<file path="src/sv/bptp_pkg.sv">
// ----------------------------------------------------------------------------
// Texture packer package
// Types, codes and helpers shared by the pixel packer files.
// ----------------------------------------------------------------------------
package bptp_pkg;

    typedef enum logic [2:0] {
        SRC_IDX1   = 3'd0,
        SRC_IDX4   = 3'd1,
        SRC_IDX8   = 3'd2,
        SRC_RGB565 = 3'd3,
        SRC_BGR888 = 3'd4,
        SRC_XBGR32 = 3'd5
    } src_fmt_t;

    typedef enum logic [1:0] {
        OUT_PACK4   = 2'd0,
        OUT_PACK8   = 2'd1,
        OUT_COLOR15 = 2'd2,
        OUT_COLOR24 = 2'd3
    } out_mode_t;

    typedef enum logic [2:0] {
        CFG_SOURCE_FORMAT     = 3'd0,
        CFG_OUTPUT_MODE       = 3'd1,
        CFG_BLACK_TRANSPARENT = 3'd2,
        CFG_PINK_TRANSPARENT  = 3'd3,
        CFG_STP_ALWAYS        = 3'd4
    } cfg_idx_t;

    localparam logic OP_PIXEL   = 1'b0;
    localparam logic OP_PALETTE = 1'b1;

    localparam logic [15:0] STP_BIT  = 16'h8000;
    localparam logic [15:0] PINK_555 = 16'h7c1f;

    typedef struct packed {
        src_fmt_t  source_format;
        out_mode_t output_mode;
        logic      black_transparent;
        logic      pink_transparent;
        logic      stp_always;
    } cfg_t;

    typedef struct packed {
        logic [15:0] word;
        logic [1:0]  count;
        logic [23:0] held;
    } pack_state_t;

    typedef struct packed {
        logic [2:0][15:0] words;   // words[0] goes out first
        logic [1:0]       nwords;
    } fmt_out_t;

    function automatic logic [7:0] pixel_index(src_fmt_t fmt, logic [31:0] raw);
        logic [7:0] idx;
        idx = 8'd0;
        unique case (fmt)
            SRC_IDX1: idx = {7'd0, raw[0]};
            SRC_IDX4: idx = {4'd0, raw[3:0]};
            SRC_IDX8: idx = raw[7:0];
            default:  idx = 8'd0;
        endcase
        return idx;
    endfunction

endpackage

</file>
<file path="src/sv/bptp_word_fmt.sv">
// ----------------------------------------------------------------------------
// Texture word formatter
// Turns one staged pixel and the packing state into up to three texture words.
// ----------------------------------------------------------------------------
module bptp_word_fmt
    import bptp_pkg::*;
(
    input  cfg_t        cfg,
    input  logic [31:0] raw,
    input  logic        eor,
    input  logic [23:0] pal_color,
    input  pack_state_t st,
    output fmt_out_t    res,
    output pack_state_t st_next
);

    logic [7:0]  idx;
    logic [23:0] color;
    logic [15:0] c15;
    logic [15:0] c_blk;
    logic [15:0] c_pink;
    logic [15:0] c_out;
    logic [15:0] or_word;
    logic [3:0]  shift;
    logic [2:0]  n;
    logic [23:0] c1;
    logic [23:0] c2;

    assign idx = pixel_index(cfg.source_format, raw);

    always_comb begin
        unique case (cfg.source_format)
            SRC_IDX1, SRC_IDX4, SRC_IDX8: color = pal_color;
            SRC_RGB565: color = {raw[15:11], 3'b000, raw[10:5], 2'b00, raw[4:0], 3'b000};
            SRC_BGR888: color = raw[23:0];
            SRC_XBGR32: color = raw[31:8];
            default:    color = 24'd0;
        endcase
    end

    // 5:5:5 conversion with transparency rules
    always_comb begin
        c15    = {1'b0, color[7:3], color[15:11], color[23:19]};
        c_blk  = (c15 == 16'd0 && !cfg.black_transparent) ? (c15 | STP_BIT) : c15;
        c_pink = (c_blk == PINK_555 && cfg.pink_transparent) ? 16'd0 : c_blk;
        if (cfg.stp_always &&
            !(cfg.black_transparent && c_pink == 16'd0) &&
            !(cfg.pink_transparent && c_pink == PINK_555)) begin
            c_out = c_pink | STP_BIT;
        end else begin
            c_out = c_pink;
        end
    end

    always_comb begin
        res     = '0;
        st_next = st;
        or_word = st.word;
        shift   = 4'd0;
        n       = 3'd0;
        c1      = 24'd0;
        c2      = 24'd0;
        unique case (cfg.output_mode)
            OUT_PACK4: begin
                shift   = {st.count, 2'b00};
                or_word = st.word | (16'(idx[3:0]) << shift);
                n       = {1'b0, st.count} + 3'd1;
                if (n == 3'd4 || eor) begin
                    res.words[0] = or_word;
                    res.nwords   = 2'd1;
                    st_next.word  = 16'd0;
                    st_next.count = 2'd0;
                end else begin
                    st_next.word  = or_word;
                    st_next.count = n[1:0];
                end
            end
            OUT_PACK8: begin
                shift   = {st.count[0], 3'b000};
                or_word = st.word | (16'(idx) << shift);
                n       = {2'b00, st.count[0]} + 3'd1;
                if (n == 3'd2 || eor) begin
                    res.words[0] = or_word;
                    res.nwords   = 2'd1;
                    st_next.word  = 16'd0;
                    st_next.count = 2'd0;
                end else begin
                    st_next.word  = or_word;
                    st_next.count = n[1:0];
                end
            end
            OUT_COLOR15: begin
                res.words[0] = c_out;
                res.nwords   = 2'd1;
            end
            default: begin
                if (st.count == 2'd0 && !eor) begin
                    st_next.held  = color;
                    st_next.count = 2'd1;
                end else begin
                    // lone pixel at end of row pairs with a zero pixel
                    c1 = (st.count == 2'd0) ? color : st.held;
                    c2 = (st.count == 2'd0) ? 24'd0 : color;
                    res.words[0] = {c1[15:8], c1[23:16]};
                    res.words[1] = {c2[23:16], c1[7:0]};
                    res.words[2] = {c2[7:0], c2[15:8]};
                    res.nwords   = 2'd3;
                    st_next.held  = 24'd0;
                    st_next.count = 2'd0;
                end
            end
        endcase
    end

endmodule

</file>
<file path="config.mk">
export PLATFORM = sky130hd
export DESIGN_NAME = bptp_word_fmt
export DESIGN_NICKNAME = d
export VERILOG_FILES = /design/src/sv/bptp_pkg.sv /design/src/sv/bptp_word_fmt.sv
export SDC_FILE = /design/constraint.sdc
export NUM_CORES = 1
export LEC_CHECK = 0
export ABC_AREA = 1
export BUFFER_PORTS_ARGS = -buffer_cell sky130_fd_sc_hd__buf_2
export CORE_ASPECT_RATIO = 0.6
export CORE_MARGIN = 1.5
export CORE_UTILIZATION = 47
export DETAILED_ROUTE_END_ITERATION = 10
export PLACE_DENSITY_LB_ADDON = 0.1
export SLEW_MARGIN = 30
export SYNTH_ARGS = -nofsm -noshare
export SYNTH_HDL_FRONTEND = slang
export SYNTH_SLANG_ARGS = --single-unit
</file>
<file path="constraint.sdc">
create_clock -name vclk -period 3.6
set_input_delay 0.18 -clock vclk [all_inputs]
set_output_delay 0.18 -clock vclk [all_outputs]
set_load 0.01 [all_outputs]
</file>
==> impl_metrics.csv, run 1 <==
group,metric,value,unit
run_status,status,"completed",
finish,fillers,575,
logic_synthesis,yosysWarnings,0,
finish,multi_input_area,0.00220,sq mm
finish,area_growth,35.9,%
drt,wirelength,13.5,mm
logic_synthesis,synthDistinctLibCells,35,
min_path,holdPathStages,4,
logic_synthesis,yosysTopAreaCell,"nand2_1",
critical_path,start_kind,"input port",
power_and_ir_drop,p_per_area,140,mW/mm^2
power_and_ir_drop,power,0.520,mW
grt,antenna_found_initial,1,
finish,drive_above_1_share,0.307,
logic_synthesis,synth.most_common_cell,"nand2_1",
finish,seq_area,0,sq um
drt,viasPerCell,6.01,
grt,groute.usage.overall,0.397,
critical_path,crit_type,"input port to output pin",
critical_path,required,3.42,ns
die,core,0.00560,sq mm
clock_network,postCtsHoldBufs,0,
sta,hold_violations,0,
run,drv_cap,0,
logic_synthesis,syn_inst,569,
finish,nets,854,
placement,pre_cts_slack,0.615,ns
finish,seq_cell_count,0,
grt,grt_overflow,0,
power_and_ir_drop,leakagePower,2.27,nW
sta,setup_slack,0.450,ns
die,die_height,62.0,microns
die,ios,199,
power_and_ir_drop,switchingPower,0.336,mW
sta,finalSetupViolCount,0,
min_path,holdCritPathClass,"input port to output pin",
logic_synthesis,avgSynthCellArea,4.79,sq um
drt,wl_per_cell,16.5,microns
logic_synthesis,synth_nets,678,
drt,drtAntennaViolNets,0,
drt,drc,0,
clock_network,postCtsSetupRepairBufs,0,
grt,grt_pass1_wl,19.3,mm
power_and_ir_drop,sw_frac_of_total,0.646,
logic_synthesis,synth_common_cells,"132 x nand2_1, 80 x inv_1, 67 x o21ai_0, 64 x nor2_1, 49 x nand3_1",
sta,maxSlewHeadroom,0.428,
logic_synthesis,yosysTopAreaCellShare,0.182,
sta,drv_slew,0,
finish,postLayoutCellArea,0.00371,sq mm
finish,clock_buffers,0,
placement,port_buffers,199,
power_and_ir_drop,seqPwrFrac,0,
critical_path,arrival,2.97,ns
finish,final_util,0.662,
drt,drt-initial-drc-count,583,
logic_synthesis,ys_seq_area_frac,0,
sta,min_period,3.15,ns
die,start_util,0.487,
power_and_ir_drop,vdd_drop_max,0.0803,mV
sta,tightestPinTransition,0.855,ns
die,die-area,0.00628,sq mm
clock_network,post_cts_resized,0,
critical_path,cp-end-kind,"output pin",
die,rows,21,
logic_synthesis,synth_area_leaders,"nand2_1 18%, o21ai_0 12%, inv_1 11%",
critical_path,critPathMaxFanout,35,
placement,placed_area,0.00371,sq mm
logic_synthesis,synth_area,0.00273,sq mm
power_and_ir_drop,p_int,0.184,mW
die,die_w,101,microns
sta,tns,0,ns
sta,finalCritPeriodShare,0.875,
placement,gp_congestion,1.03,
power_and_ir_drop,clkPwrFrac,0,
power_and_ir_drop,p_comb_frac,1.000,
grt,grt_pass1_vias,3828,
sta,rsz0062_at_grt,"no",
sta,fmax,0.317,GHz
drt,vias,4949,
placement,dp_hpwl,11.0,mm
grt,grt_max_degree,36,
finish,n_antenna_cell,0,
drt,first_pass_iters,6,
cells by family after synthesis:
family,count (synthesis),synth area share
buffers and inverters,124,0.193
AND/OR/NAND/NOR,300,0.489
adder cells (fa/ha/maj),2,0.00918
AO/OA/AOI/OAI,143,0.309
path summary, 6_finish.rpt:
| kind | from | to | slack, ns |
|---|---|---|---|
| setup / recovery | cfg[7] | res[17] | 0.45 |
| hold / removal | st[7] | st_next[7] | 0.66 |
cells in the final DEF, fill, tap and decap left out, types with 5 or more instances in the layout:
cell / n
buf_4: 10
nor2_2: 5
o22ai_1: 8
buf_2: 199
nand3_1: 49
a22oi_1: 5
nand2_1: 132
a21oi_1: 32
clkinv_1: 6
a21boi_0: 6
inv_1: 80
nor2_1: 64
o21ai_0: 67
nand4_1: 33
or2_2: 6
o221ai_1: 8
power by group through the flow:
stage	Combinational [mW]	Sequential [mW]	Clock, mW
after floorplan	0.288	0	0
after global placement	0.498	0	0
after detailed placement	0.499	0	0
after CTS	0.502	0	0
after global routing	0.562	0	0
final	0.520	0	0
stage by stage:
stage | hold slack (ns) | std cells
after CTS | 0.667 | 823
after global routing | 0.686 | 823
after floorplan | 0.505 | 569
after global placement | 0.663 | 823
after detailed placement | 0.667 | 823
final | 0.664 | 823
layout make-up:
cell class / count / share of cell area
multi-input cells: 445 / 0.594
repair buffers: 209 / 0.289
inverters: 89 / 0.0901
well taps: 80 / 0.0270
critical path, cell delays in order:
cell	delay [ns]
buf_2	0.47
inv_2	0.37
nand3_1	0.19
nand2_1	0.08
nor2_1	0.48
nor2_1	0.11
nand2_1	0.08
nor2_1	0.05
nand2_2	0.21
nand2_1	0.13
nand2_1	0.08
nor2_1	0.04
nand3_1	0.13
nand2_1	0.06
nand2_1	0.06
nand2_1	0.05
nand4_1	0.07
buf_2	0.13
per-layer routing:
layer / global-route usage / vias up / routed length, microns / part of all wire
li1: - / 2266 / - / -
met1: 0.564 / 2237 / 5520 / 0.41
met2: 0.607 / 409 / 5600 / 0.41
met3: 0.0906 / 37 / 2120 / 0.16
met4: 0.105 / 0 / 305 / 0.023
met5: 0 / - / 0 / 0
Note: power is estimated with default switching activity, not from simulation.
==> run 2: changes to the inputs <==
--- a/config.mk
+++ b/config.mk
@@ -5,7 +5,7 @@
 export SDC_FILE = /design/constraint.sdc
 export NUM_CORES = 1
 export LEC_CHECK = 0
-export ABC_AREA = 1
+export ABC_AREA = 0
 export BUFFER_PORTS_ARGS = -buffer_cell sky130_fd_sc_hd__buf_2
 export CORE_ASPECT_RATIO = 0.6
 export CORE_MARGIN = 1.5
==> run 2 against run 1 <==
Net effect: sequential share of layout area stayed put; highest routed layer unchanged; worst hold slack worse by 0.0049 ns; largest power group unchanged; largest cell class unchanged; critical path type unchanged; synthesized cell count is 21% lower; synthesized area is 1.1% lower; total power is 8.5% higher; worst setup slack worse by 0.21 ns; first-iteration DRC count is 25% higher.
==> impl_metrics.csv, run 2 <==
group,metric,value,unit
drt,first_pass_iters,11,
logic_synthesis,avgSynthCellArea,6.03,sq um
power_and_ir_drop,p_int,0.223,mW
die,die-area,0.00622,sq mm
placement,port_buffers,199,
die,start_util,0.487,
finish,seq_area,0,sq um
critical_path,crit_type,"input port to output pin",
logic_synthesis,synth_common_cells,"64 x nor2_1, 57 x nand2_1, 40 x a21oi_1, 39 x o21ai_0, 23 x clkbuf_1",
power_and_ir_drop,switchingPower,0.342,mW
grt,grt_max_degree,29,
grt,grt_pass1_wl,20.8,mm
sta,rsz0062_at_grt,"no",
finish,most-common-layout-cells,"199 x buf_2, 64 x nor2_1, 57 x nand2_1, 40 x a21oi_1, 39 x o21ai_0",
logic_synthesis,synth_nets,556,
logic_synthesis,ys_seq_area_frac,0,
grt,antenna_found_initial,0,
drt,vias,4669,
logic_synthesis,yosysTopAreaCellShare,0.0891,
drt,drtAntennaViolNets,0,
finish,area_growth,37.2,%
die,die_w,101,microns
critical_path,arrival,3.18,ns
grt,groute.usage.overall,0.431,
grt,grt_overflow,0,
critical_path,crit_start,"cfg[7]",
power_and_ir_drop,power,0.565,mW
critical_path,cpMostUsedCell,"buf_2",
sta,tightestPinTransition,0.941,ns
sta,drv_slew,0,
grt,gr-usage-met2,0.670,
clock_network,post_cts_resized,0,
run_status,status,"completed",
logic_synthesis,yosysTopAreaCell,"nor2_1",
logic_synthesis,synth.most_common_cell,"nor2_1",
critical_path,cp_top_family,"simple AND/OR/NAND/NOR gates",
finish,seq_cell_count,0,
logic_synthesis,yosysWarnings,0,
die,die_height,61.7,microns
critical_path,crit_chain,"buf_2, and2b_4, a221oi_1, or2_1, or3_1, nor4_4, a211o_1, o21ai_0, buf_2",
sta,finalSetupViolCount,0,
sta,tns,0,ns
logic_synthesis,synthDistinctLibCells,68,
finish,nets,733,
power_and_ir_drop,clkPwrFrac,0,
grt,busiest_layer,"met2",
critical_path,cp-end-kind,"output pin",
die,core,0.00554,sq mm
drt,drc,0,
min_path,holdCritPathClass,"input port to output pin",
power_and_ir_drop,p_comb_frac,1.000,
critical_path,critPathMaxFanout,28,
power_and_ir_drop,vdd_drop_max,0.0744,mV
critical_path,cp_slowest_cell,"a211o_1",
power_and_ir_drop,leakagePower,1.81,nW
die,rows,21,
finish,n_antenna_cell,0,
sta,hold_violations,0,
clock_network,postCtsHoldBufs,0,
grt,grtUsageMet1,0.611,
power_and_ir_drop,sw_frac_of_total,0.605,
sta,fmax,0.298,GHz
sta,fin_hold_ws,0.660,ns
sta,min_period,3.36,ns
finish,final_util,0.668,
finish,fillers,525,
drt,drt-initial-drc-count,731,
critical_path,path_buf_inv,2,
placement,dp_hpwl,10.8,mm
critical_path,start_kind,"input port",
grt,use_met3,0.0863,
sta,finalCritPeriodShare,0.934,
critical_path,required,3.42,ns
logic_synthesis,synth_area,0.00270,sq mm
die,ios,199,
drt,viasPerCell,6.65,
logic_synthesis,synth_area_leaders,"nor2_1 8.9%, nand2_1 7.9%, a21oi_1 7.4%",
clock_network,postCtsSetupRepairBufs,0,
power_and_ir_drop,seqPwrFrac,0,
critical_path,critPathMaxStageDelay,0.47,ns
min_path,min_from,"st[23]",
grt,grt_pass1_vias,3995,
finish,multi_input_area,0.00242,sq mm
logic_synthesis,syn_inst,447,
sta,maxSlewHeadroom,0.367,
finish,drive_above_1_share,0.378,
drt,wirelength,13.9,mm
finish,layout_commonest_cell,"buf_2",
drt,wl_per_cell,19.7,microns
power_and_ir_drop,p_per_area,153,mW/mm^2
finish,clock_buffers,0,
run,drv_cap,0,
placement,gp_congestion,1.02,
[run 2: cell types whose count changed after synthesis, sizes merged, moves of 17 or more]
| cell | previous run | this run |
|---|---|---|
| nand2 | 135 | 57 |
| a221oi | 2 | 21 |
| nand3 | 50 | 5 |
| nand4 | 33 | 1 |
| nor2b | 0 | 17 |
| o21ai | 69 | 40 |
| inv | 83 | 12 |
[run 2: per-layer routing]
metal / up-vias / part of all wire
li1: 2043 / -
met2: 451 / 0.41
met4: 0 / 0.036
met3: 92 / 0.17
met1: 2083 / 0.38
met5: - / 0
[run 2: stage by stage]
| stage | setup slack (ns) | std cells | area, sq um |
|---|---|---|---|
| 6_report | 0.239 | 702 | 3700 |
| 5_1_grt | 0.145 | 702 | 3700 |
| 2_1_floorplan | 1.19 | 447 | 2700 |
| 3_5_place_dp | 0.396 | 702 | 3700 |
| 3_3_place_gp | 0.484 | 702 | 3700 |
| 4_1_cts | 0.389 | 702 | 3700 |
[run 2: final cells by class]
| cell class | count | share of cell area |
|---|---|---|
| inverter | 15 | 0.0152 |
| multi-input combinational | 391 | 0.654 |
| tap | 80 | 0.0270 |
| timing repair buffer | 216 | 0.304 |
[run 2: logic make-up (layout without fill, tap and decap cells)]
kind of cell               Yosys count  in the layout  share of synthesized area
adders and majority gates            2              2                    0.00927
muxes                               15             15                     0.0608
and+or+nand+nor                    191            191                      0.349
AOI/OAI and AO/OA                  182            182                      0.475
xor gates and xnor gates             1              1                    0.00325
buffers and inverters               56            231                      0.102
[run 2: power by group through the flow]
stage	Clock, mW	Sequential [mW]	Combinational [mW]
after detailed placement	0	0	0.540
after global placement	0	0	0.537
final	0	0	0.565
after CTS	0	0	0.542
after global routing	0	0	0.603
after floorplan	0	0	0.311
[run 2: worst paths after layout]
path | depth (start not counted) | endpoint | slack (ns)
min | 4 | st_next[23] | 0.66
max | 9 | res[13] | 0.24
